===== src/rtl/core/radial_spotlight_brighten_top_macros.svh =====
// Assertion macros for the radial spotlight core.
// RSB_ASSERT_NOW  : antecedent and consequent in the same cycle, muted in reset.
// RSB_ASSERT_NEXT : consequent in the cycle after the antecedent, live in reset.
`ifndef RADIAL_SPOTLIGHT_BRIGHTEN_TOP_MACROS_SVH
`define RADIAL_SPOTLIGHT_BRIGHTEN_TOP_MACROS_SVH

`ifndef SYNTHESIS

`define RSB_ASSERT_NOW(label, clk, rst_n, ante, cons) \
    label: assert property (@(posedge clk) disable iff (!(rst_n)) (ante) |-> (cons)) \
        else $error("spotlight core: same-cycle check failed");

`define RSB_ASSERT_NEXT(label, clk, ante, cons) \
    label: assert property (@(posedge clk) (ante) |=> (cons)) \
        else $error("spotlight core: next-cycle check failed");

`else

`define RSB_ASSERT_NOW(label, clk, rst_n, ante, cons)

`define RSB_ASSERT_NEXT(label, clk, ante, cons)

`endif

`endif


===== src/rtl/core/rsb_pkg.sv =====
`default_nettype none

package rsb_pkg;

    // Coordinate width of the pixel stream
    localparam int COORD_BITS = 12;

    // Register widths
    localparam int DIM_W  = 13;
    localparam int RAD_W  = 21;
    localparam int INV_W  = 25;
    localparam int CFG_W  = 25;
    localparam int CFG_IDX_W = 3;
    localparam int CHAN_W = 8;

    // Fixed-point layout
    localparam int FRAC_W   = 14;
    localparam int RQ_SHIFT = 18;
    localparam int GAIN_W   = 16;
    localparam logic [FRAC_W:0] ONE_Q14 = (FRAC_W + 1)'(16384);
    localparam logic [GAIN_W-1:0] GAIN_MAX = GAIN_W'(57344);

    // Derived datapath widths
    localparam int DIFF_W      = (COORD_BITS + 1 > DIM_W) ? COORD_BITS + 1 : DIM_W;
    localparam int SQ_W        = 2 * DIFF_W;
    localparam int SUM_W       = SQ_W + 1;
    localparam int RAD_IN_W    = SUM_W + FRAC_W;
    localparam int ROOT_W      = (RAD_IN_W + 1) / 2;
    localparam int RADICAND_W  = 2 * ROOT_W;
    localparam int CMP_W       = (ROOT_W > RAD_W) ? ROOT_W : RAD_W;
    localparam int PROD_W      = ROOT_W + INV_W;
    localparam int CPROD_W     = CHAN_W + GAIN_W;

    // Register indexes
    typedef enum logic [CFG_IDX_W-1:0] {
        REG_LIGHT_ENABLE   = 3'd0,
        REG_FRAME_WIDTH    = 3'd1,
        REG_FRAME_HEIGHT   = 3'd2,
        REG_RADIUS_FIXED   = 3'd3,
        REG_INVERSE_RADIUS = 3'd4
    } t_reg_idx;

    // Reset values
    localparam logic [DIM_W-1:0] RST_FRAME_WIDTH    = DIM_W'(640);
    localparam logic [DIM_W-1:0] RST_FRAME_HEIGHT   = DIM_W'(480);
    localparam logic [RAD_W-1:0] RST_RADIUS_FIXED   = RAD_W'(55296);
    localparam logic [INV_W-1:0] RST_INVERSE_RADIUS = INV_W'(77672);

    typedef struct packed {
        logic               light_enable;
        logic [DIM_W-1:0]   frame_width;
        logic [DIM_W-1:0]   frame_height;
        logic [RAD_W-1:0]   radius_fixed;
        logic [INV_W-1:0]   inverse_radius;
    } t_cfg;

    typedef struct packed {
        logic [COORD_BITS-1:0] pixel_x;
        logic [COORD_BITS-1:0] pixel_y;
        logic [CHAN_W-1:0]     in_red;
        logic [CHAN_W-1:0]     in_green;
        logic [CHAN_W-1:0]     in_blue;
        logic [CHAN_W-1:0]     in_alpha;
    } t_in_beat;

    typedef struct packed {
        logic [CHAN_W-1:0] out_red;
        logic [CHAN_W-1:0] out_green;
        logic [CHAN_W-1:0] out_blue;
        logic [CHAN_W-1:0] out_alpha;
    } t_out_beat;

    typedef struct packed {
        logic [CHAN_W-1:0] red;
        logic [CHAN_W-1:0] green;
        logic [CHAN_W-1:0] blue;
        logic [CHAN_W-1:0] alpha;
    } t_rgba;

    // Gain stage to scaling stage
    typedef struct packed {
        logic              in_disc;
        logic [GAIN_W-1:0] gain;
        t_rgba             pix;
    } t_gain_beat;

endpackage

`default_nettype wire


===== src/rtl/core/rsb_isqrt.sv =====
`default_nettype none

module rsb_isqrt (
    input  logic           i_clk,
    input  logic           i_rst_n,
    input  logic           i_valid,
    output logic           o_ready,
    input  logic [rsb_pkg::RADICAND_W-1:0] i_radicand,
    input  rsb_pkg::t_rgba i_pix,
    output logic           o_valid,
    input  logic           i_ready,
    output logic [rsb_pkg::ROOT_W-1:0] o_root,
    output rsb_pkg::t_rgba o_pix
);

    localparam int ROOT_W     = rsb_pkg::ROOT_W;
    localparam int RADICAND_W = rsb_pkg::RADICAND_W;
    localparam int REM_W      = ROOT_W + 3;
    localparam int N          = ROOT_W;

    logic                  r_valid [N];
    logic [RADICAND_W-1:0] r_rad   [N];
    logic [REM_W-1:0]      r_rem   [N];
    logic [ROOT_W-1:0]     r_root  [N];
    rsb_pkg::t_rgba        r_pix   [N];
    logic [N:0]            w_ld;

    assign w_ld[N] = i_ready;
    assign o_ready = w_ld[0];

    // One root bit per stage, two radicand bits consumed per stage
    genvar k;
    generate
        for (k = 0; k < N; k++) begin : g_step
            logic                  w_pv;
            logic [RADICAND_W-1:0] w_prad;
            logic [REM_W-1:0]      w_prem;
            logic [ROOT_W-1:0]     w_proot;
            rsb_pkg::t_rgba        w_ppix;
            logic [REM_W-1:0]      w_shift, w_trial, n_rem;
            logic [ROOT_W-1:0]     n_root;

            if (k == 0) begin : g_first
                assign w_pv    = i_valid;
                assign w_prad  = i_radicand;
                assign w_prem  = '0;
                assign w_proot = '0;
                assign w_ppix  = i_pix;
            end else begin : g_next
                assign w_pv    = r_valid[k-1];
                assign w_prad  = r_rad[k-1];
                assign w_prem  = r_rem[k-1];
                assign w_proot = r_root[k-1];
                assign w_ppix  = r_pix[k-1];
            end

            assign w_ld[k]  = !r_valid[k] || w_ld[k+1];
            assign w_shift  = {w_prem[REM_W-3:0], w_prad[RADICAND_W-1-2*k -: 2]};
            assign w_trial  = {1'b0, w_proot, 2'b01};

            always_comb begin
                if (w_shift >= w_trial) begin
                    n_rem  = w_shift - w_trial;
                    n_root = {w_proot[ROOT_W-2:0], 1'b1};
                end else begin
                    n_rem  = w_shift;
                    n_root = {w_proot[ROOT_W-2:0], 1'b0};
                end
            end

            always_ff @(posedge i_clk) begin
                if (!i_rst_n) begin
                    r_valid[k] <= 1'b0;
                end else if (w_ld[k]) begin
                    r_valid[k] <= w_pv;
                end
            end

            always_ff @(posedge i_clk) begin
                if (w_ld[k]) begin
                    r_rad[k]  <= w_prad;
                    r_rem[k]  <= n_rem;
                    r_root[k] <= n_root;
                    r_pix[k]  <= w_ppix;
                end
            end
        end
    endgenerate

    assign o_valid = r_valid[N-1];
    assign o_root  = r_root[N-1];
    assign o_pix   = r_pix[N-1];

endmodule

`default_nettype wire


===== config.mk =====
export PLATFORM = sky130hd
export DESIGN_NAME = rsb_isqrt
export DESIGN_NICKNAME = d
export VERILOG_FILES = /design/src/rtl/core/radial_spotlight_brighten_top_macros.svh /design/src/rtl/core/rsb_pkg.sv /design/src/rtl/core/rsb_isqrt.sv
export SDC_FILE = /design/constraint.sdc
export NUM_CORES = 2
export LEC_CHECK = 0
export BUFFER_PORTS_ARGS = -buffer_cell sky130_fd_sc_hd__buf_2
export CORE_MARGIN = 3
export CORE_UTILIZATION = 35
export DETAILED_ROUTE_END_ITERATION = 10
export PLACE_DENSITY = 0.53
export REMOVE_ABC_BUFFERS = 1
export SETUP_SLACK_MARGIN = 0.15
export SLEW_MARGIN = 40
export SYNTH_ARGS = -nofsm -noshare
export SYNTH_HDL_FRONTEND = slang
export SYNTH_SLANG_ARGS = --single-unit

===== constraint.sdc =====
create_clock -name i_clk -period 7.2 [get_ports i_clk]
set_input_delay 0.72 -clock i_clk [delete_from_list [all_inputs] [get_ports i_clk]]
set_output_delay 0.72 -clock i_clk [all_outputs]
set_load 0.03 [all_outputs]

# Yosys cells after proc, flatten, opt, wreduce, memory -nomap -nowiden
# Memory sizes are Yosys's and may differ from the RTL's.
# Cells that the tools add are included.
# Widths: inputs -> output; s select.
# op_classes
addsub,21
order_cmp,21
muxes,148
bitwise,21
reduce_logical,42
# ops
op,n
$mux 24,21
$ge 24x23->1,20
$sub 24x23->24,20
$mux 1,127
$logic_not 1->1,21
$logic_or 1x1->1,21
$or 1x1->1,21
$sub 2x1->3 const B,1
$ge 2x1->1 const B,1
# word_totals
reg_bits,0
mem_bits_rw,2520
in_bits,78
output_inout_bits,55
mem_count,5
# mem_list
memory,depth,word_bits,read_ports,rd_clocked_by_memory_dff,write_ports,line,rtl
r_rad,21,42,20,0,21,rsb_isqrt.sv:22,logic [RADICAND_W-1:0] r_rad [N];
r_pix,21,32,21,0,21,rsb_isqrt.sv:25,rsb_pkg::t_rgba r_pix [N];
r_rem,21,24,20,0,21,rsb_isqrt.sv:23,logic [REM_W-1:0] r_rem [N];
r_root,21,21,21,0,21,rsb_isqrt.sv:24,logic [ROOT_W-1:0] r_root [N];
r_valid,21,1,21,0,21,rsb_isqrt.sv:21,logic r_valid [N];

# Longest topological paths before layout
# An unclocked memory read counts as a cell.
# logic_depth
word_depth,27
ltp_mapped,12

# Least setup slack after synthesis
# No wires, ideal clock.
# synth_path
path_kind,input -> register
startpoint,input port i_ready
endpoint,"memory r_valid[2][0] (netlist: r_valid[0][2]), data pin"
setup_ps,277
arrival_time_ps,7249
path_slack_ps,-325
path_stages,8
path_buffers,0
cell_sequence,and3b_1 and3_1 and3_1 and4_1 nand2_1 nor2_1 nand3_1 and3_1
# synth_lines
item,line,rtl
from (decl),rsb_isqrt.sv:11,"input logic i_ready,"
to (decl),rsb_isqrt.sv:21,

==> qor.yml <==
global_routing:
  grt_overflow: 0
  largest_net_degree_at_the_start_of_global_routing: 79
  via_count_of_the_first_global_routing_pass: 35012
  initial_antenna_violation_count: 4
  grt_total_usage: 0.113
  grt_pass1_wl_microns: 187000
timing:
  timing.final.max_slew_violations: 0
  grt_setup_unrepaired: "false"
  final.hold.worst_slack_ns: 0.102
  timing_hold_violations_final: 0
  timing.final.crit_share: 0.665
  tightest_slew_ns: 0.872
  totalNegativeSetupSlack_ns: 0
  setup_viol: 0
  layout_setup_ws_ns: 2.41
  fin_worst_skew_ns: 0.0512
  achievable-frequency_ghz: 0.209
  fin_crit_ns: 4.79
  max_slew_margin: 0.411
clocking:
  clock_tree_from_tritoncts: "built"
  cts_htree_levels: 4
  insertion_delay_ns: 0.80
  cts_repair_resize_count: 0
  clk_pin_slew_ns: 0.06
  post-cts-setup-buffers: 0
  cts.root.buffer_cell: "clkbuf_16"
  cts_hold_repair.buffers: 0
  clockBufferDepth: 3
  cts_made_buffers: 178
  number_of_sinks_handled_by_clock_tree_synthesis: 1756
worst_setup_path:
  timing.critical_path.to_type: "output pin"
  worst-endpoint-arrival_ns: 4.07
  worst_r2r_path_depth: 8
  criticalPathCategory: "reg2out"
  cp_max_fo: 29
  critical_path_required_ns: 6.48
  cp-start-kind: "register"
synth:
  yosys.area.top_type: "edfxtp_1"
  synth.yosys.warnings: 0
  async_reset_ff_frac: 0
  synth_seq_area_share: 0.754
  synth.top_cells.by_count: "edfxtp_1 (1,755), inv_1 (316), ha_1 (253)"
  synth_top_flop_cell: "edfxtp_1"
  ys_top_cells_by_area: "edfxtp_1 (75%), ha_1 (4.5%), xor2_1 (2.2%)"
  netlist-cell-type-count: 79
  synth.cell_area_sq_mm: 0.0699
  syn_avg_cell_area_sq_um: 15.8
  synth_edf_count: 1755
  synth_top_cell_area_share: 0.754
  yosys_register_bits: 1756
  netlist_instances: 4432
  count_leader_synth: "edfxtp_1"
final_layout:
  antenna_cells_inserted: 0
  cell_area_after_layout_sq_mm: 0.0800
  count_of_non_filler_cells_in_the_finished_layout: 7512
  final_core_utilization: 0.404
  drive_gt1_frac: 0.110
  area.growth.synth_to_final_pct: 14.5
  final_net_count: 5055
floorplanning:
  fp-row-count: 163
  die_h_microns: 453
  design.portCount: 133
  initial_core_utilization: 0.353
  fp.dieArea_sq_mm: 0.205
  die_width_microns: 453
  core_region_area_sq_mm: 0.198
detailed_routing:
  remaining_drc_errors: 0
  drtIter0Drc: 1802
  first_pass_iters: 6
  avgRoutedWirePerCell_microns: 15.4
  drtAntennaViolNets: 0
  wirelength_microns: 115000
  detailroute.via_count: 34427
  route.detailed.vias_per_inst: 4.58
job:
  max_cap_violations: 0
power_and_ir_drop:
  p_leak_nw: 31.1
  power_density_over_the_cells_mw_per_mm2: 318
  worst_ir_drop_vdd_uv: 191
  tot_pwr_mw: 25.5
placement:
  place_area_sq_mm: 0.0741
  gpl.final_weighted_congestion: 0.815
  dp.final_hpwl_microns: 82500
  port_buffers: 132
  post-place-cells: 7182
  dpl_worst_slack_ns: 2.50
outcome:
  status: "finished, final reports clean"
worst_hold_path:
  min_delay_path_depth: 1
  holdCritPathClass: "in2reg"
[flip-flops by register name, indices dropped and copies added (netlist names)]
signal,cells
r_valid,21
r_rem,412
r_rad,420
r_pix,672
r_root,231
[worst paths after layout]
kind | start | end | slack [ns]
worst max register to register | r_valid[5][0] | r_rem[1][79] | 3.07
worst max-delay path | r_valid[5][0] | o_ready | 2.41
worst min-delay path | i_pix[17] | r_pix[0][17] | 0.10
worst min register to register | r_rad[3][89] | r_rad[3][131] | 0.39
[layout by cell type (no fill, tap or decap), types with 12 or more instances in the layout]
cell	instances
buf_4	22
edfxtp_1	1755
buf_2	132
a211oi_1	23
nor2_1	226
and2_1	13
or2_2	21
o21a_1	64
or4_1	18
ha_1	253
clkbuf_16	178
nor4_1	63
a21o_1	45
clkinv_1	42
mux2_2	46
bufinv_16	18
o31ai_1	23
nand2_1	231
nor3_1	98
o211ai_1	16
clkinv_2	29
nand4_1	32
and3_1	40
nor2b_1	35
a21oi_1	207
xnor2_1	141
or3_1	38
inv_1	309
o21bai_1	12
o21ai_0	188
xor2_1	173
nand2b_1	51
nand3_1	74
clkbuf_1	36
[metal layers]
metal | wire [microns] | global-route usage | vias to the layer above
li1 | - | - | 17312
met1 | 49800 | 0.137 | 16346
met2 | 57800 | 0.196 | 525
met3 | 4030 | 0.0228 | 244
met4 | 3810 | 0.0429 | 0
met5 | 0 | 0 | -
[cell type report]
class | instances | area (sq um)
Multi-Input combinational cell | 2305 | 15900
Clock inverter | 114 | 1250
Fill cell | 17909 | 118000
Timing Repair Buffer | 166 | 990
Sequential cell | 1756 | 52700
Tap cell | 2640 | 3300
Inverter | 317 | 1190
Clock buffer | 214 | 4590
[critical path: stages, from the launching register on]
cell	delay [ns]
edfxtp_1	0.36
and3b_1	0.31
and3_1	0.33
and3_1	0.38
and4_1	0.45
nand2_4	0.30
nor2_1	0.26
buf_4	0.27
nand3_4	0.30
buf_2	0.29
[kinds of logic (layout without fill, tap and decap cells)]
group / after synthesis / after routing / synth area share
simple gates: 1002 / 1002 / 0.0719
fa+ha+maj: 253 / 253 / 0.0453
buf+inv: 371 / 811 / 0.0201
other cells: 1 / 1 / 0.0000537
compound gates: 683 / 683 / 0.0605
mux: 52 / 52 / 0.00842
flops: 1756 / 1756 / 0.754
xor+xnor: 314 / 314 / 0.0394
[where the power goes]
part           total (mW)  switching, mW  internal [mW]
Combinational        2.91           1.59           1.32
Sequential           13.5          0.762           12.8
Clock                9.03           3.79           5.23
Total                25.5           6.14           19.3
Note: power is estimated with default switching activity, not from simulation.
