[src/rtl/core/radial_spotlight_brighten_top_macros.svh]
// Assertion macros for the radial spotlight core.
// RSB_ASSERT_NOW  : antecedent and consequent in the same cycle, muted in reset.
// RSB_ASSERT_NEXT : consequent in the cycle after the antecedent, live in reset.
`ifndef RADIAL_SPOTLIGHT_BRIGHTEN_TOP_MACROS_SVH
`define RADIAL_SPOTLIGHT_BRIGHTEN_TOP_MACROS_SVH

`ifndef SYNTHESIS

`define RSB_ASSERT_NOW(label, clk, rst_n, ante, cons) \
    label: assert property (@(posedge clk) disable iff (!(rst_n)) (ante) |-> (cons)) \
        else $error("spotlight core: same-cycle check failed");

`define RSB_ASSERT_NEXT(label, clk, ante, cons) \
    label: assert property (@(posedge clk) (ante) |=> (cons)) \
        else $error("spotlight core: next-cycle check failed");

`else

`define RSB_ASSERT_NOW(label, clk, rst_n, ante, cons)

`define RSB_ASSERT_NEXT(label, clk, ante, cons)

`endif

`endif

[src/rtl/core/rsb_pkg.sv]
`default_nettype none

package rsb_pkg;

    // Coordinate width of the pixel stream
    localparam int COORD_BITS = 12;

    // Register widths
    localparam int DIM_W  = 13;
    localparam int RAD_W  = 21;
    localparam int INV_W  = 25;
    localparam int CFG_W  = 25;
    localparam int CFG_IDX_W = 3;
    localparam int CHAN_W = 8;

    // Fixed-point layout
    localparam int FRAC_W   = 14;
    localparam int RQ_SHIFT = 18;
    localparam int GAIN_W   = 16;
    localparam logic [FRAC_W:0] ONE_Q14 = (FRAC_W + 1)'(16384);
    localparam logic [GAIN_W-1:0] GAIN_MAX = GAIN_W'(57344);

    // Derived datapath widths
    localparam int DIFF_W      = (COORD_BITS + 1 > DIM_W) ? COORD_BITS + 1 : DIM_W;
    localparam int SQ_W        = 2 * DIFF_W;
    localparam int SUM_W       = SQ_W + 1;
    localparam int RAD_IN_W    = SUM_W + FRAC_W;
    localparam int ROOT_W      = (RAD_IN_W + 1) / 2;
    localparam int RADICAND_W  = 2 * ROOT_W;
    localparam int CMP_W       = (ROOT_W > RAD_W) ? ROOT_W : RAD_W;
    localparam int PROD_W      = ROOT_W + INV_W;
    localparam int CPROD_W     = CHAN_W + GAIN_W;

    // Register indexes
    typedef enum logic [CFG_IDX_W-1:0] {
        REG_LIGHT_ENABLE   = 3'd0,
        REG_FRAME_WIDTH    = 3'd1,
        REG_FRAME_HEIGHT   = 3'd2,
        REG_RADIUS_FIXED   = 3'd3,
        REG_INVERSE_RADIUS = 3'd4
    } t_reg_idx;

    // Reset values
    localparam logic [DIM_W-1:0] RST_FRAME_WIDTH    = DIM_W'(640);
    localparam logic [DIM_W-1:0] RST_FRAME_HEIGHT   = DIM_W'(480);
    localparam logic [RAD_W-1:0] RST_RADIUS_FIXED   = RAD_W'(55296);
    localparam logic [INV_W-1:0] RST_INVERSE_RADIUS = INV_W'(77672);

    typedef struct packed {
        logic               light_enable;
        logic [DIM_W-1:0]   frame_width;
        logic [DIM_W-1:0]   frame_height;
        logic [RAD_W-1:0]   radius_fixed;
        logic [INV_W-1:0]   inverse_radius;
    } t_cfg;

    typedef struct packed {
        logic [COORD_BITS-1:0] pixel_x;
        logic [COORD_BITS-1:0] pixel_y;
        logic [CHAN_W-1:0]     in_red;
        logic [CHAN_W-1:0]     in_green;
        logic [CHAN_W-1:0]     in_blue;
        logic [CHAN_W-1:0]     in_alpha;
    } t_in_beat;

    typedef struct packed {
        logic [CHAN_W-1:0] out_red;
        logic [CHAN_W-1:0] out_green;
        logic [CHAN_W-1:0] out_blue;
        logic [CHAN_W-1:0] out_alpha;
    } t_out_beat;

    typedef struct packed {
        logic [CHAN_W-1:0] red;
        logic [CHAN_W-1:0] green;
        logic [CHAN_W-1:0] blue;
        logic [CHAN_W-1:0] alpha;
    } t_rgba;

    // Gain stage to scaling stage
    typedef struct packed {
        logic              in_disc;
        logic [GAIN_W-1:0] gain;
        t_rgba             pix;
    } t_gain_beat;

endpackage

`default_nettype wire

[src/rtl/core/rsb_gain.sv]
`default_nettype none

module rsb_gain (
    input  logic           i_clk,
    input  logic           i_rst_n,
    input  rsb_pkg::t_cfg  i_cfg,
    input  logic           i_valid,
    output logic           o_ready,
    input  logic [rsb_pkg::ROOT_W-1:0] i_root,
    input  rsb_pkg::t_rgba i_pix,
    output logic           o_valid,
    input  logic           i_ready,
    output rsb_pkg::t_gain_beat o_beat
);

    localparam int CMP_W    = rsb_pkg::CMP_W;
    localparam int PROD_W   = rsb_pkg::PROD_W;
    localparam int RQ_SHIFT = rsb_pkg::RQ_SHIFT;
    localparam int RQ_W     = PROD_W - RQ_SHIFT;
    localparam int FRAC_W   = rsb_pkg::FRAC_W;
    localparam int GAIN_W   = rsb_pkg::GAIN_W;
    localparam int N        = 2;

    logic              r_valid [N];
    logic [N:0]        w_ld;

    logic              r_inside, n_inside;
    logic [PROD_W-1:0] r_prod, n_prod;
    rsb_pkg::t_rgba    r_pix;
    rsb_pkg::t_gain_beat r_beat, n_beat;

    logic [RQ_W-1:0]     w_rq_full;
    logic [FRAC_W:0]     w_rq, w_diff;
    logic [FRAC_W+2:0]   w_five;

    assign w_ld[N] = i_ready;
    genvar k;
    generate
        for (k = 0; k < N; k++) begin : g_ld
            assign w_ld[k] = !r_valid[k] || w_ld[k+1];
        end
    endgenerate
    assign o_ready = w_ld[0];

    // Inside test and ratio product
    assign n_inside = CMP_W'(i_root) < CMP_W'(i_cfg.radius_fixed);
    assign n_prod   = PROD_W'(i_root) * PROD_W'(i_cfg.inverse_radius);

    // Clamp ratio at one, then gain = 1 + 2.5 * (1 - ratio)
    assign w_rq_full = r_prod[PROD_W-1:RQ_SHIFT];
    assign w_rq      = (w_rq_full > RQ_W'(rsb_pkg::ONE_Q14)) ? rsb_pkg::ONE_Q14
                                                             : w_rq_full[FRAC_W:0];
    assign w_diff    = rsb_pkg::ONE_Q14 - w_rq;
    assign w_five    = {w_diff, 2'b00} + (FRAC_W + 3)'(w_diff);
    assign n_beat    = '{in_disc: r_inside,
                         gain:    GAIN_W'(rsb_pkg::ONE_Q14) + w_five[FRAC_W+2:1],
                         pix:     r_pix};

    always_ff @(posedge i_clk) begin
        if (!i_rst_n) begin
            r_valid[0] <= 1'b0;
            r_valid[1] <= 1'b0;
        end else begin
            if (w_ld[0]) r_valid[0] <= i_valid;
            if (w_ld[1]) r_valid[1] <= r_valid[0];
        end
    end

    always_ff @(posedge i_clk) begin
        if (w_ld[0]) begin
            r_inside <= n_inside;
            r_prod   <= n_prod;
            r_pix    <= i_pix;
        end
        if (w_ld[1]) begin
            r_beat   <= n_beat;
        end
    end

    assign o_valid = r_valid[N-1];
    assign o_beat  = r_beat;

endmodule

`default_nettype wire

[config.mk]
export PLATFORM = sky130hd
export DESIGN_NAME = rsb_gain
export DESIGN_NICKNAME = d
export VERILOG_FILES = /design/src/rtl/core/radial_spotlight_brighten_top_macros.svh /design/src/rtl/core/rsb_pkg.sv /design/src/rtl/core/rsb_gain.sv
export SDC_FILE = /design/constraint.sdc
export NUM_CORES = 1
export LEC_CHECK = 0
export BUFFER_PORTS_ARGS = -buffer_cell sky130_fd_sc_hd__buf_2
export CAP_MARGIN = 20
export CORE_AREA = 2 2 236 238
export CTS_BUF_LIST = sky130_fd_sc_hd__clkbuf_8
export DETAILED_ROUTE_END_ITERATION = 8
export DIE_AREA = 0 0 238 240
export SYNTH_ARGS = -nofsm -noshare
export SYNTH_HDL_FRONTEND = slang
export SYNTH_SLANG_ARGS = --single-unit
[constraint.sdc]
create_clock -name i_clk -period 7.7 [get_ports i_clk]
set_input_delay 0 -clock i_clk [delete_from_list [all_inputs] [get_ports i_clk]]
set_output_delay 0 -clock i_clk [all_outputs]
set_load 0.01 [all_outputs]
== Word-level counts from Yosys, hierarchy flattened ==
Memories as Yosys holds them, arrays and structs flattened.
Cells that the tools add are included.
Widths: inputs -> output; s select.
Storage, ports and cells
  input port bits: 130
  output and inout bits: 51
  logic and storage cells: 35
  memories kept: 1
  flip-flop bits (word level): 128
  memory bits (writable): 2
Operators by class
  bitwise operators: 2
  $add $sub $neg: 3
  multiply operators: 1
  order comparisons: 2
  reductions and logical operators: 4
  mux-type cells: 10
Memory list
  r_valid: words 2, width 1, read ports 2, clocked after memory_dff 0, wr ports 2, RTL line rsb_gain.sv:24  | logic r_valid [N];
Operators with widths (count)
  $mul 21x25->46: 1
  $gt 28x15->1 const B: 1
  $lt 21x21->1: 1
  $add 17x15->17: 1
  $add 15x16->16 const A: 1
  $mux 15: 1
  $sub 15x15->15 const A: 1
  $mux 1: 9
  $logic_not 1->1: 2
  $logic_or 1x1->1: 2
  $or 1x1->1: 2

== Depth between registers and ports, before layout ==
  word-level depth: 7
  mapped depth: 25
  mapped depth without buffers: 24

== Worst setup path after synthesis ==
Ideal clock, no wire load.
  path kind: input to register
  from: in i_root[14] (netlist bit)
  to: reg r_prod[38], data pin
  path slack: 1579 ps
  required time: 7431 ps
  arrival time: 5853 ps
  setup time: 269 ps
  buffers on the path: 2
  cell stages on the path: 23
  cell sequence: clkbuf_1 -> clkbuf_1 -> nand2_1 -> fa_1 -> inv_1 -> fa_1 -> inv_1 -> fa_1 -> inv_1 -> fa_1 -> fa_1 -> fa_1 -> inv_1 -> fa_1 -> inv_1 -> ha_1 -> nand3_1 -> or4_1 -> o211ai_1 -> and2_1 -> a21oi_1 -> o31ai_1 -> xor2_1
On the way
  word-level cells in the longest chain between the ends: 1
Ends and longest elaborated chain
  start: declaration: RTL line rsb_gain.sv:9  | input logic [rsb_pkg::ROOT_W-1:0] i_root,
  $mul 21x25->46: RTL line rsb_gain.sv:47  | assign n_prod = PROD_W'(i_root) * PROD_W'(i_cfg.inverse_radius);
  named net n_prod[38]: RTL line rsb_gain.sv:28  | logic [PROD_W-1:0] r_prod, n_prod;
  end signal: assignment: RTL line rsb_gain.sv:72  | r_prod <= n_prod;
  end: declaration: RTL line rsb_gain.sv:28
The timed path passes the listed nets, and every way through them passes these cells.
A chain may end at the register's enable or synchronous reset.

== Worst setup path in the final report ==
  from: in i_root[12] (netlist bit)
  to: reg r_prod[33], data pin
Same word-level chain as after synthesis.

==> impl_metrics.py <==
metrics = {
    "worst_hold_path": {
        "min_from": "i_pix[11]",
        "whs_endpoint": "n_beat[11]",
        "holdPathStages": 2,
        "hold_class": "in2reg",
    },
    "yosys": {
        "yosysMostFrequentCell": "inv_1",
        "synth_area_sq_um": 21600,
        "synth_fp_nets": 2980,
        "synth_edf_count": 112,
        "ys_types": 59,
        "ys_warn_count": 0,
        "yosysTopAreaCell": "fa_1",
        "yosys-top-cells-count": "491 x inv_1, 434 x fa_1, 299 x nand2_1, 269 x and2_1, 187 x ha_1",
        "yosysSeqAreaShare_pct": 15.6,
        "synthTopCellsByArea": "fa_1 40%, edfxtp_1 16%, ha_1 11%, inv_1 8.5%, and2_1 7.8%",
        "synth.top_cell.area_share_pct": 40.2,
        "postSynthAreaPerCell_sq_um": 9.69,
        "synth_seq_cells": 112,
        "async_flop_share_pct": 0,
        "synthFlopType": "edfxtp_1",
        "synthCells": 2229,
    },
    "floorplan": {
        "row_count": 86,
        "die-area_sq_um": 57100,
        "die_h_microns": 240,
        "core_sq_um": 54700,
        "start_util_pct": 39.5,
        "die_w_microns": 238,
        "ios": 181,
    },
    "global_route": {
        "grt_pass1_wl_microns": 87500,
        "grt_antenna_before_repair": 1,
        "gr-total-overflow": 0,
        "grt_pass1_vias": 16800,
        "grt_usage_pct": 19.3,
        "grt_max_degree": 64,
    },
    "sta": {
        "finalCriticalPeriod_ns": 6.51,
        "fin_worst_skew_ns": 0.00433,
        "max_freq_mhz": 154,
        "hold_violations": 0,
        "worstMarginPinSlew_ns": 1.06,
        "rsz0062_at_grt": "false",
        "relSlewSlack_pct": 29.5,
        "slew_viol_final": 0,
        "setup_viol": 0,
        "finalCritPeriodShare_pct": 84.6,
        "finalSetupTns_ns": 0,
    },
    "clock_network": {
        "cts_root_buf": "clkbuf_8",
        "cts_htree_levels": 3,
        "insertion_delay_ns": 0.38,
        "cts_buffer_depth": 2,
        "cts.repair.resized": 0,
        "cts_tree": "yes",
        "clkTransAtPathRegs_ns": 0.10,
        "clock_sinks": 112,
        "numCtsBuffers": 9,
    },
    "worst_setup_path": {
        "slowest_delay_ns": 0.56,
        "cp-end-kind": "register",
        "cp-start-kind": "input port",
        "cp.arrival_ns": 6.70,
        "worstReg2RegStart": "r_prod[20]",
        "reg2reg_slack_ns": 2.50,
        "r2r_cells": 16,
        "crit_family": "adder cells",
        "cp_common_cell": "fa_1",
        "r2r-end": "o_beat[47]",
        "path_depth": 22,
        "crit_fanout": 20,
        "crit_chain": "buf_2, nand2_1, fa_1, inv_1, fa_1, inv_1, fa_1, inv_1, fa_1, fa_1, fa_1, inv_1, fa_1, inv_1, ha_1, nand3_1, or4_1, nor3_1, nor2_1, o21ai_1, mux2_2, a211oi_1",
        "worstSetupPathType": "in2reg",
        "cp_slowest_cell": "fa_1",
        "crit_buf_inv": 6,
        "crit_required_ns": 7.89,
    },
    "placed_design": {
        "gp_congestion": 0.852,
        "hpwl_microns": 42600,
        "io_buffers": 153,
    },
    "detailed_routing": {
        "vias": 15200,
        "wl_per_cell_microns": 17.3,
        "drc_errors": 0,
        "first_pass_iters": 5,
        "drt-initial-drc-count": 751,
        "routed_wl_microns": 52500,
        "final_antenna_net_count": 0,
        "vias_per_cell": 4.99,
    },
    "cells_and_area": {
        "area_delta_synth_final_pct": 8.54,
        "drive_above_1_share_pct": 7.96,
        "nFillCells": 5300,
        "fin_nets": 3084,
    },
    "flow_run": {
        "drv_cap": 0,
    },
    "status": {
        "status": "finished, final reports clean",
    },
}
[layout by cell type (no fill, tap or decap), types with 36 or more instances in the layout]
cell type        n
a21oi_1         50
and2_1         269
buf_2          153
dlygate4sd3_1   36
edfxtp_1       112
fa_1           434
ha_1           187
inv_1          490
nand2_1        298
nor2_1          38
[routing by layer]
| metal | track usage [%] | part of all wire, % |
|---|---|---|
| met5 | 0 | 0 |
| met4 | 3.94 | 1.6 |
| met3 | 2.14 | 5.0 |
| met2 | 33.8 | 50 |
| met1 | 25.9 | 44 |
[stage by stage]
step	setup WS (ns)	cells	cell area, sq um	hold WS (ns)	util [%]
floorplan	1.58	2229	21600	0.0989	-
global placement	0.917	2990	22900	0.177	41.9
detailed placement	0.845	2990	22900	0.179	41.9
CTS	1.24	3042	23400	0.286	42.9
global route	0.921	3042	23400	0.297	42.9
finish	1.19	3043	23400	0.321	42.9
[kinds of logic after synthesis]
kind of cell / Yosys count / synth area share, %
AND/OR/NAND/NOR: 695 / 16.2
multiplexers: 2 / 0.0985
buffers and inverters: 593 / 10.3
flip-flops: 112 / 15.6
adder cells (fa/ha/maj): 621 / 51.1
XOR/XNOR: 46 / 1.87
AO/OA/AOI/OAI: 160 / 4.91
[worst max path at each step]
stage / to / start
2_1_floorplan: r_prod[38] / i_root[14]
3_3_place_gp: r_prod[45] / i_cfg[10]
3_5_place_dp: r_prod[45] / i_root[7]
4_1_cts: r_prod[33] / i_root[12]
5_1_grt: r_prod[45] / i_root[8]
6_report: r_prod[33] / i_root[12]
[area by class of cell]
type / count / area (sq um) / area share (%)
Tap cell: 704 / 881 / 3.76
Timing Repair Buffer: 195 / 1170 / 5.00
Clock inverter: 7 / 46.3 / 0.197
Multi-Input combinational cell: 1524 / 16000 / 68.3
Inverter: 491 / 1840 / 7.86
Antenna cell: 1 / 2.50 / 0.0107
Sequential cell: 112 / 3360 / 14.3
Clock buffer: 9 / 124 / 0.528
[registers in the layout, summed over array words and instances, names as in the netlist]
name,flops
n_beat,32
o_beat,49
r_inside,1
r_prod,28
r_valid,2
[repair_timing]
action                                 in CTS  in global routing
buffers inserted                            0                  0
hold buffers                               36                  0
endpoints found under the hold margin      36                  0
Power is left out: the tool's default activity adds up to more than one toggle a clock period on the data nets, which glitch-free logic cannot reach.
