### src/rtl/core/radial_spotlight_brighten_top_macros.svh
// Assertion macros for the radial spotlight core.
// RSB_ASSERT_NOW  : antecedent and consequent in the same cycle, muted in reset.
// RSB_ASSERT_NEXT : consequent in the cycle after the antecedent, live in reset.
`ifndef RADIAL_SPOTLIGHT_BRIGHTEN_TOP_MACROS_SVH
`define RADIAL_SPOTLIGHT_BRIGHTEN_TOP_MACROS_SVH

`ifndef SYNTHESIS

`define RSB_ASSERT_NOW(label, clk, rst_n, ante, cons) \
    label: assert property (@(posedge clk) disable iff (!(rst_n)) (ante) |-> (cons)) \
        else $error("spotlight core: same-cycle check failed");

`define RSB_ASSERT_NEXT(label, clk, ante, cons) \
    label: assert property (@(posedge clk) (ante) |=> (cons)) \
        else $error("spotlight core: next-cycle check failed");

`else

`define RSB_ASSERT_NOW(label, clk, rst_n, ante, cons)

`define RSB_ASSERT_NEXT(label, clk, ante, cons)

`endif

`endif

### src/rtl/core/rsb_pkg.sv
`default_nettype none

package rsb_pkg;

    // Coordinate width of the pixel stream
    localparam int COORD_BITS = 12;

    // Register widths
    localparam int DIM_W  = 13;
    localparam int RAD_W  = 21;
    localparam int INV_W  = 25;
    localparam int CFG_W  = 25;
    localparam int CFG_IDX_W = 3;
    localparam int CHAN_W = 8;

    // Fixed-point layout
    localparam int FRAC_W   = 14;
    localparam int RQ_SHIFT = 18;
    localparam int GAIN_W   = 16;
    localparam logic [FRAC_W:0] ONE_Q14 = (FRAC_W + 1)'(16384);
    localparam logic [GAIN_W-1:0] GAIN_MAX = GAIN_W'(57344);

    // Derived datapath widths
    localparam int DIFF_W      = (COORD_BITS + 1 > DIM_W) ? COORD_BITS + 1 : DIM_W;
    localparam int SQ_W        = 2 * DIFF_W;
    localparam int SUM_W       = SQ_W + 1;
    localparam int RAD_IN_W    = SUM_W + FRAC_W;
    localparam int ROOT_W      = (RAD_IN_W + 1) / 2;
    localparam int RADICAND_W  = 2 * ROOT_W;
    localparam int CMP_W       = (ROOT_W > RAD_W) ? ROOT_W : RAD_W;
    localparam int PROD_W      = ROOT_W + INV_W;
    localparam int CPROD_W     = CHAN_W + GAIN_W;

    // Register indexes
    typedef enum logic [CFG_IDX_W-1:0] {
        REG_LIGHT_ENABLE   = 3'd0,
        REG_FRAME_WIDTH    = 3'd1,
        REG_FRAME_HEIGHT   = 3'd2,
        REG_RADIUS_FIXED   = 3'd3,
        REG_INVERSE_RADIUS = 3'd4
    } t_reg_idx;

    // Reset values
    localparam logic [DIM_W-1:0] RST_FRAME_WIDTH    = DIM_W'(640);
    localparam logic [DIM_W-1:0] RST_FRAME_HEIGHT   = DIM_W'(480);
    localparam logic [RAD_W-1:0] RST_RADIUS_FIXED   = RAD_W'(55296);
    localparam logic [INV_W-1:0] RST_INVERSE_RADIUS = INV_W'(77672);

    typedef struct packed {
        logic               light_enable;
        logic [DIM_W-1:0]   frame_width;
        logic [DIM_W-1:0]   frame_height;
        logic [RAD_W-1:0]   radius_fixed;
        logic [INV_W-1:0]   inverse_radius;
    } t_cfg;

    typedef struct packed {
        logic [COORD_BITS-1:0] pixel_x;
        logic [COORD_BITS-1:0] pixel_y;
        logic [CHAN_W-1:0]     in_red;
        logic [CHAN_W-1:0]     in_green;
        logic [CHAN_W-1:0]     in_blue;
        logic [CHAN_W-1:0]     in_alpha;
    } t_in_beat;

    typedef struct packed {
        logic [CHAN_W-1:0] out_red;
        logic [CHAN_W-1:0] out_green;
        logic [CHAN_W-1:0] out_blue;
        logic [CHAN_W-1:0] out_alpha;
    } t_out_beat;

    typedef struct packed {
        logic [CHAN_W-1:0] red;
        logic [CHAN_W-1:0] green;
        logic [CHAN_W-1:0] blue;
        logic [CHAN_W-1:0] alpha;
    } t_rgba;

    // Gain stage to scaling stage
    typedef struct packed {
        logic              in_disc;
        logic [GAIN_W-1:0] gain;
        t_rgba             pix;
    } t_gain_beat;

endpackage

`default_nettype wire

### src/rtl/core/rsb_offset_sq.sv
`default_nettype none

module rsb_offset_sq (
    input  logic              i_clk,
    input  logic              i_rst_n,
    input  rsb_pkg::t_cfg     i_cfg,
    input  logic              i_valid,
    output logic              o_ready,
    input  rsb_pkg::t_in_beat i_beat,
    output logic              o_valid,
    input  logic              i_ready,
    output logic [rsb_pkg::RADICAND_W-1:0] o_radicand,
    output rsb_pkg::t_rgba    o_pix
);

    localparam int DIFF_W     = rsb_pkg::DIFF_W;
    localparam int SQ_W       = rsb_pkg::SQ_W;
    localparam int SUM_W      = rsb_pkg::SUM_W;
    localparam int RADICAND_W = rsb_pkg::RADICAND_W;
    localparam int FRAC_W     = rsb_pkg::FRAC_W;
    localparam int N          = 3;

    logic             r_valid [N];
    logic [N:0]       w_ld;

    logic [DIFF_W-1:0] r_dx, r_dy, n_dx, n_dy;
    logic [SQ_W-1:0]   r_sqx, r_sqy, n_sqx, n_sqy;
    logic [RADICAND_W-1:0] r_rad, n_rad;
    rsb_pkg::t_rgba    r_pix0, r_pix1, r_pix2, n_pix0;

    logic [DIFF_W-1:0] w_x2, w_y2, w_w, w_h;
    logic [SUM_W-1:0]  w_sum;

    // Advance a stage when it is empty or its successor advances
    assign w_ld[N] = i_ready;
    genvar k;
    generate
        for (k = 0; k < N; k++) begin : g_ld
            assign w_ld[k] = !r_valid[k] || w_ld[k+1];
        end
    endgenerate
    assign o_ready = w_ld[0];

    // Doubled offsets from the frame centre
    assign w_x2 = DIFF_W'({i_beat.pixel_x, 1'b0});
    assign w_y2 = DIFF_W'({i_beat.pixel_y, 1'b0});
    assign w_w  = DIFF_W'(i_cfg.frame_width);
    assign w_h  = DIFF_W'(i_cfg.frame_height);
    assign n_dx = (w_x2 >= w_w) ? (w_x2 - w_w) : (w_w - w_x2);
    assign n_dy = (w_y2 >= w_h) ? (w_y2 - w_h) : (w_h - w_y2);
    assign n_pix0 = '{red:   i_beat.in_red,
                      green: i_beat.in_green,
                      blue:  i_beat.in_blue,
                      alpha: i_beat.in_alpha};

    assign n_sqx = SQ_W'(r_dx) * SQ_W'(r_dx);
    assign n_sqy = SQ_W'(r_dy) * SQ_W'(r_dy);

    assign w_sum = SUM_W'(r_sqx) + SUM_W'(r_sqy);
    assign n_rad = RADICAND_W'({w_sum, {FRAC_W{1'b0}}});

    always_ff @(posedge i_clk) begin
        if (!i_rst_n) begin
            r_valid[0] <= 1'b0;
            r_valid[1] <= 1'b0;
            r_valid[2] <= 1'b0;
        end else begin
            if (w_ld[0]) r_valid[0] <= i_valid;
            if (w_ld[1]) r_valid[1] <= r_valid[0];
            if (w_ld[2]) r_valid[2] <= r_valid[1];
        end
    end

    always_ff @(posedge i_clk) begin
        if (w_ld[0]) begin
            r_dx   <= n_dx;
            r_dy   <= n_dy;
            r_pix0 <= n_pix0;
        end
        if (w_ld[1]) begin
            r_sqx  <= n_sqx;
            r_sqy  <= n_sqy;
            r_pix1 <= r_pix0;
        end
        if (w_ld[2]) begin
            r_rad  <= n_rad;
            r_pix2 <= r_pix1;
        end
    end

    assign o_valid    = r_valid[N-1];
    assign o_radicand = r_rad;
    assign o_pix      = r_pix2;

endmodule

`default_nettype wire

### config.mk
export PLATFORM = sky130hd
export DESIGN_NAME = rsb_offset_sq
export DESIGN_NICKNAME = d
export VERILOG_FILES = /design/src/rtl/core/radial_spotlight_brighten_top_macros.svh /design/src/rtl/core/rsb_pkg.sv /design/src/rtl/core/rsb_offset_sq.sv
export SDC_FILE = /design/constraint.sdc
export NUM_CORES = 1
export LEC_CHECK = 0
export BUFFER_PORTS_ARGS = -buffer_cell sky130_fd_sc_hd__clkbuf_2
export CORE_MARGIN = 3
export CORE_UTILIZATION = 55
export DETAILED_ROUTE_END_ITERATION = 8
export PLACE_DENSITY = 0.8
export SLEW_MARGIN = 20
export SYNTH_ARGS = -nofsm -noshare
export SYNTH_HDL_FRONTEND = slang
export SYNTH_SLANG_ARGS = --single-unit
### constraint.sdc
create_clock -name i_clk -period 11.8 [get_ports i_clk]
set_input_delay 1.18 -clock i_clk [delete_from_list [all_inputs] [get_ports i_clk]]
set_output_delay 1.18 -clock i_clk [all_outputs]
set_load 0.05 [all_outputs]
Word level (Yosys, flattened, before mapping) --
Memory sizes are Yosys's and may differ from the RTL's. Index checks and enable logic that the tools add are counted.
Cells by class: add/subtract/negate cells 5, multipliers 2, divide/modulo/power cells 0, $lt $le $gt $ge 2, equality and inequality tests 0, shifts and indexed selects 0, mux-type cells 15, bitwise gates (word level) 3, reductions and logical operators 6
Operator list (number):
- $mul A13 B13 Y26 | 2
- $sub A13 B13 Y13 | 4
- $add A26 B26 Y27 | 1
- $ge A13 B13 Y1 | 2
- $mux W13 | 2
- $mux W1 | 13
- $logic_not A1 Y1 | 3
- $logic_or A1 B1 Y1 | 3
- $or A1 B1 Y1 | 3
Word-level totals: flip-flop bits (word level) 201, latch bits 0, RAM bits 3, ROM bits 0, bits of input ports 133, logic and storage cells 51, memories 1
Memories:
- r_valid | depth 3, width 1, read ports 3, clocked after Yosys merged registers in 0, write ports 3, line rsb_offset_sq.sv:23 | logic r_valid [N];

Logic depth before layout (Yosys ltp) --
Gate-level depths: netlist of run 1. An unclocked memory read counts as a cell.
depth after elaboration 9, mapped depth 23, depth with buffers taken out 21

Worst setup path before layout of run 1 --
OpenSTA, ideal clock, no wires.
path type reg-to-reg, from reg r_dx[3], to reg r_sqx[21] (data pin), arrival 5254 ps, required time 11528 ps, setup slack 6274 ps, cell stages (with the launch flop) 19, buffers on the path 1, period minus slack after synthesis 5526 ps, cells stage by stage edfxtp_1 -> clkbuf_1 -> nand2_1 -> fa_1 -> fa_1 -> inv_1 -> fa_1 -> fa_1 -> inv_1 -> fa_1 -> inv_1 -> ha_1 -> and4_1 -> a211oi_2 -> o21ai_2 -> a31o_4 -> a31oi_4 -> nor3b_1 -> or4_1
On the way: word-level cells in the longest chain between the ends 1
Ends and longest elaborated chain:
- start, declared | line rsb_offset_sq.sv:26 | logic [DIFF_W-1:0] r_dx, r_dy, n_dx, n_dy;
- start signal, assigned | line rsb_offset_sq.sv:76 | r_dx <= n_dx;
- $mul A13 B13 Y26 | line rsb_offset_sq.sv:56 | assign n_sqx = SQ_W'(r_dx) * SQ_W'(r_dx);
- named net n_sqx[21] | line rsb_offset_sq.sv:27 | logic [SQ_W-1:0] r_sqx, r_sqy, n_sqx, n_sqy;
- end signal, assigned | line rsb_offset_sq.sv:81 | r_sqx <= n_sqx;
- end, declared | line rsb_offset_sq.sv:27
The timed path passes the listed nets, and every way through them passes these cells. A chain may end at the register's enable or synchronous reset.

Final worst setup path of run 1 --
from reg r_dy[6], to reg r_sqy[18] (data pin)
On the way: word-level cells in the longest chain between the ends 1
Ends and longest elaborated chain:
- start, declared | line rsb_offset_sq.sv:26
- start signal, assigned | line rsb_offset_sq.sv:77 | r_dy <= n_dy;
- $mul A13 B13 Y26 | line rsb_offset_sq.sv:57 | assign n_sqy = SQ_W'(r_dy) * SQ_W'(r_dy);
- named net n_sqy[18] | line rsb_offset_sq.sv:27
- end signal, assigned | line rsb_offset_sq.sv:82 | r_sqy <= n_sqy;
- end, declared | line rsb_offset_sq.sv:27
The timed path passes the listed nets, and every way through them passes these cells.

==> results of run 1 <==
final cells by class:
| cell class | count | area, sq um | area share |
|---|---|---|---|
| clock inverters | 14 | 133 | 0.00636 |
| flip-flops and latches | 202 | 6070 | 0.291 |
| clock buffers | 23 | 533 | 0.0256 |
| repair buffers | 150 | 761 | 0.0365 |
| multi-input cells | 1159 | 11200 | 0.537 |
| inverters | 428 | 1610 | 0.0771 |
| well taps | 448 | 561 | 0.0269 |
metrics by stage:
stage / setup WS [ns] / instances / hold WS [ns] / utilization
3_5_place_dp: 5.91 / 2387 / 0.405 / 0.596
5_1_grt: 5.39 / 2424 / 0.425 / 0.616
3_3_place_gp: 6.00 / 2387 / 0.400 / 0.596
6_report: 5.76 / 2424 / 0.414 / 0.616
4_1_cts: 5.86 / 2424 / 0.415 / 0.616
2_1_floorplan: 6.27 / 1839 / 0.400 / -
flip-flops by register name, summed over array words and instances (netlist names):
| register | count |
|---|---|
| r_pix0 | 32 |
| o_pix | 32 |
| r_pix1 | 32 |
| r_sqx | 25 |
| r_dy | 13 |
| r_sqy | 25 |
| r_valid | 3 |
| o_radicand | 27 |
| r_dx | 13 |
worst max-delay path by stage:
stage	end	cells after the start	from
global route	r_sqy[18]	17	r_dy[6]
finish	r_sqy[18]	17	r_dy[6]
detailed placement	r_sqx[21]	17	r_dx[3]
floorplan	r_sqx[21]	18	r_dx[3]
global placement	r_sqx[21]	17	r_dx[6]
CTS	r_sqx[21]	17	r_dx[3]
logic make-up (layout without fill, tap and decap cells):
kind of cell               Yosys count  count (layout)  share of synthesized area
buffers and inverters              478             615                     0.0976
adders and majority gates          406             406                      0.343
and+or+nand+nor                    376             376                     0.0982
AOI/OAI and AO/OA                  242             242                     0.0859
DFF                                202             202                      0.318
xor gates and xnor gates            92              92                     0.0423
muxes                               28              28                     0.0151
other                                1              15                   0.000197
routing by layer:
layer  up-vias  wire (um)  track usage
met5         -          0            0
met4         0        646       0.0434
met3        51       1990       0.0248
met2       325      18400        0.364
met1      6482      15500        0.267
li1       6164          -            -
worst register-to-register path, cell delays in order, from the launching register on:
cell	delay (ns)
edfxtp_1	0.70
nand2_1	0.16
fa_1	0.61
inv_1	0.08
fa_1	0.55
fa_1	0.45
fa_1	0.51
inv_1	0.05
fa_1	0.47
inv_1	0.04
ha_1	0.33
nand2_1	0.13
o31ai_1	0.37
o211ai_1	0.28
a21bo_2	0.28
a21boi_0	0.36
nor4_1	0.09
a311o_1	0.34
cell usage after synthesis (12+ instances only):
cell and number:
buf_4 15, nand3_1 14, o21ai_0 49, mux2i_1 22, fa_1 194, inv_1 428
edfxtp_1 202, nor2b_1 25, xor2_1 31, nand2b_1 14, and2_1 61, a21oi_1 74
a21o_1 29, ha_1 212, clkbuf_1 32, nand2_1 127, xnor2_1 61, nor3_1 17
nor2_1 63, and3_1 12
==> flow_summary.toml, run 1 <==
[worst_setup_path]
worstPathMaxFanout = 14
crit_buf_inv = 3
critPathRequiredTime_ns = 12.05
path_common_cell = "fa_1"
cp-start-kind = "register"
cpPeakStageDelay_ns = 0.70
worstReg2RegStart = "r_dy[6]"
critPathSlowestCell = "edfxtp_1"
worst-setup-path-type = "register to register"
path_cells = "nand2_1 -> fa_1 -> inv_1 -> fa_1 -> fa_1 -> fa_1 -> inv_1 -> fa_1 -> inv_1 -> ha_1 -> nand2_1 -> o31ai_1 -> o211ai_1 -> a21bo_2 -> a21boi_0 -> nor4_1 -> a311o_1"
arrival_ns = 6.30
path_delay_family = "adder cells"
r2r_cells = 17
end_kind = "register"
r2r_slack_ns = 5.76
r2r-end = "r_sqy[18]"

[min_path]
min_path_type = "register to register"
hold_depth = 0
whs_endpoint = "r_pix1[7]"
min_from = "r_pix0[7]"

[floorplan]
die_h_um = 192
start_util = 0.563
core_area_sq_um = 33900
rows = 67
die-area_sq_um = 36900
die_x_um = 192
io_pins = 209

[timing]
tns_ns = 0
tightest_slew_ns = 0.827
slew_viol_final = 0
setup_viol = 0
max_freq_mhz = 165
max-slew-margin-rel = 0.447
rsz0062_at_grt = "false"
finalHoldViolCount = 0
period_needed_ns = 6.04
finalCritPeriodShare = 0.512
finalClockSkew_ns = 0.0126

[clock_tree]
clk_latency_ns = 0.51
cts_root_buf = "clkbuf_16"
cts.sink_count = 202
clk_pin_slew_worst_paths_ns = 0.06
cts_setup_buffers = 0
cts_tree = "built"
cts_made_buffers = 21
postCtsHoldBufs = 0
cts_resized = 0
htree_levels = 1
clk_path_buf_depth = 3

[final_layout]
finish.instance_area_sq_um = 20900
drive_gt1_frac = 0.114
nFillCells = 2707
areaGrowthSynthToFinish_pct = 9.38
final_net_count = 2501
final_cell_mix = "inv_1 (426), ha_1 (212), edfxtp_1 (202), fa_1 (194), clkbuf_2 (146)"
final_common_cell = "inv_1"
antennaDiodeCount = 0

[routing]
ant_nets = 0
via_per_inst = 5.37
wire_per_inst_um = 15.1
drc = 0
wl_mm = 36.5
vias = 13000
drtIter0Drc = 717
drt-pass1-iter-count = 5

[logic_synthesis]
yosys_warnings = 0
ys_ff_latch = 202
syn_area_sq_um = 19100
synth_cell_type_count = 72
yosysTopAreaCell = "edfxtp_1"
syn_inst = 1825
yosysSeqAreaShare = 0.318
synth_ff_type = "edfxtp_1"
async_flop_share = 0
synth.top_cells.by_area = "edfxtp_1 (32%), fa_1 (20%), ha_1 (14%), inv_1 (8.4%), xnor2_1 (2.8%)"
avgSynthCellArea_sq_um = 10.4
synth_edf_count = 202
synth_top_area_share = 0.318

[global_routing]
antenna_found_initial = 0
first_global_vias = 13400
grt_util_all_layers = 0.204
grt_pass1_wl_mm = 61.8
grt_start_max_net_pins = 62
gr-total-overflow = 0

[placement]
dpl.hpwl_mm = 28.8
place.gp.congestion = 0.888
place_area_sq_um = 20200
io_buffers = 146

[job]
drv_cap = 0

[status]
status = "complete, no violations"
Power of run 1 is not shown: default switching activity piles up to over one toggle a cycle in this logic, so the estimate is an artifact.
==> inputs of run 2 (changes only) <==
Clock period 11.8 ns to 6.1 ns, I/O delays scaled along.
==> run 2 against run 1 <==
Against the previous run: maximum frequency is 4.4% higher; clock skew hardly changed; first-iteration DRC count is 7.3% higher; utilization is 1.4 points higher.
==> flow_summary.toml, run 2 (synthesis gave the netlist of run 1 again) <==
[clock_tree]
clk_latency_ns = 0.51
cts.sink_count = 202
cts_root_buf = "clkbuf_16"
cts_made_buffers = 23
htree_levels = 1
cts_tree = "built"
clk_path_buf_depth = 3
clk_pin_slew_worst_paths_ns = 0.06

[worst_setup_path]
crit_path_start = "r_dy[4]"
worstReg2RegStart = "r_dy[4]"
worst-setup-path-type = "register to register"
cpPeakStageDelay_ns = 0.57
critPathSlowestCell = "edfxtp_1"
worstPathMaxFanout = 9
crit_path_end = "r_sqy[18]"
path_cells = "and2_1 -> ha_1 -> or2_2 -> fa_1 -> inv_1 -> fa_1 -> inv_1 -> fa_1 -> inv_1 -> fa_1 -> inv_1 -> ha_1 -> nor2_1 -> o31ai_1 -> o211ai_1 -> a21bo_2 -> a21boi_1 -> nor4_1 -> a311o_1"
r2r_slack_ns = 0.31
arrival_ns = 6.05
critPathRequiredTime_ns = 6.36
r2r-end = "r_sqy[18]"
r2r_cells = 19
end_kind = "register"
cp-start-kind = "register"

[timing]
finalClockSkew_ns = 0.0124
tightest_slew_ns = 0.840
setup_viol = 0
slew_viol_final = 0
max-slew-margin-rel = 0.439
finalHoldViolCount = 0
max_freq_mhz = 173
period_needed_ns = 5.79
rsz0062_at_grt = "false"
finalCritPeriodShare = 0.949
tns_ns = 0

[placement]
io_buffers = 146
place.gp.congestion = 0.884
dpl.hpwl_mm = 29.2

[global_routing]
first_global_vias = 13600
grt_pass1_wl_mm = 63.0
gr-total-overflow = 0
grt_start_max_net_pins = 62
grt_util_all_layers = 0.208
antenna_found_initial = 0

[floorplan]
die_h_um = 192
io_pins = 209
die-area_sq_um = 36900
start_util = 0.563
core_area_sq_um = 33900
rows = 67
die_x_um = 192

[min_path]
hold_depth = 1
min_path_type = "input pin to register"
min_from = "i_beat[31]"

[routing]
vias = 13200
wire_per_inst_um = 15.4
drc = 0
ant_nets = 0
via_per_inst = 5.35
wl_mm = 38.0
drt-pass1-iter-count = 5
drtIter0Drc = 769

[status]
status = "complete, no violations"

[job]
drv_cap = 0

[final_layout]
areaGrowthSynthToFinish_pct = 11.8
nFillCells = 2654
final_cell_mix = "inv_1 (426), ha_1 (212), edfxtp_1 (202), fa_1 (194), clkbuf_2 (146)"
final_common_cell = "inv_1"
antennaDiodeCount = 0
final_net_count = 2545
drive_gt1_frac = 0.134
-- run 2: worst min-delay path by stage --
| stage | end |
|---|---|
| 6_report | r_pix0[31] |
| 4_1_cts | r_pix0[24] |
| 3_5_place_dp | o_pix[14] |
| 5_1_grt | r_pix0[31] |
| 2_1_floorplan | o_pix[0] |
| 3_3_place_gp | r_pix1[30] |
-- run 2: worst max-delay path, delay by kind of cell (launching register included) --
kind	cells	cell delay (ns)
AO/OA/AOI/OAI	5	1.39
adder cells (fa/ha/maj)	6	2.58
buffers and inverters	4	0.19
flip-flops	1	0.57
AND/OR/NAND/NOR	4	0.79
-- run 2: per-layer routing --
| metal | vias up | wire [um] | global-route usage | part of all wire |
|---|---|---|---|---|
| met2 | 366 | 19300 | 0.374 | 0.51 |
| li1 | 6257 | - | - | - |
| met4 | 0 | 662 | 0.0454 | 0.017 |
| met3 | 54 | 2310 | 0.0276 | 0.061 |
| met5 | - | 0 | 0 | 0 |
| met1 | 6545 | 15700 | 0.269 | 0.41 |
-- run 2: cell type report --
type / instances / area (sq um) / area share
inverter: 428 / 1610 / 0.0754
tap: 448 / 561 / 0.0263
clock inverter: 16 / 238 / 0.0111
timing repair buffer: 192 / 1080 / 0.0504
multi-input combinational: 1159 / 11200 / 0.525
sequential: 202 / 6070 / 0.284
clock buffer: 25 / 583 / 0.0273
-- run 2: repair_timing --
action	in CTS	in global routing
buffers inserted	0	33
hold buffers	0	0
hold endpoints to repair	0	0
endpoints found under the setup margin	0	3
gates resized for setup	0	1
-- run 2: stage by stage --
stage               hold slack, ns  setup slack, ns  instance area (sq um)  cells  utilization
floorplan                    0.400            0.574                  19100   1839            -
CTS                          0.255            0.103                  21100   2437        0.623
global route                 0.252           0.0401                  21300   2470        0.630
finish                       0.278            0.311                  21300   2470        0.630
detailed placement           0.405            0.203                  20300   2396        0.598
global placement             0.400            0.368                  20300   2396        0.598
Power of run 2 is left out for the same reason.
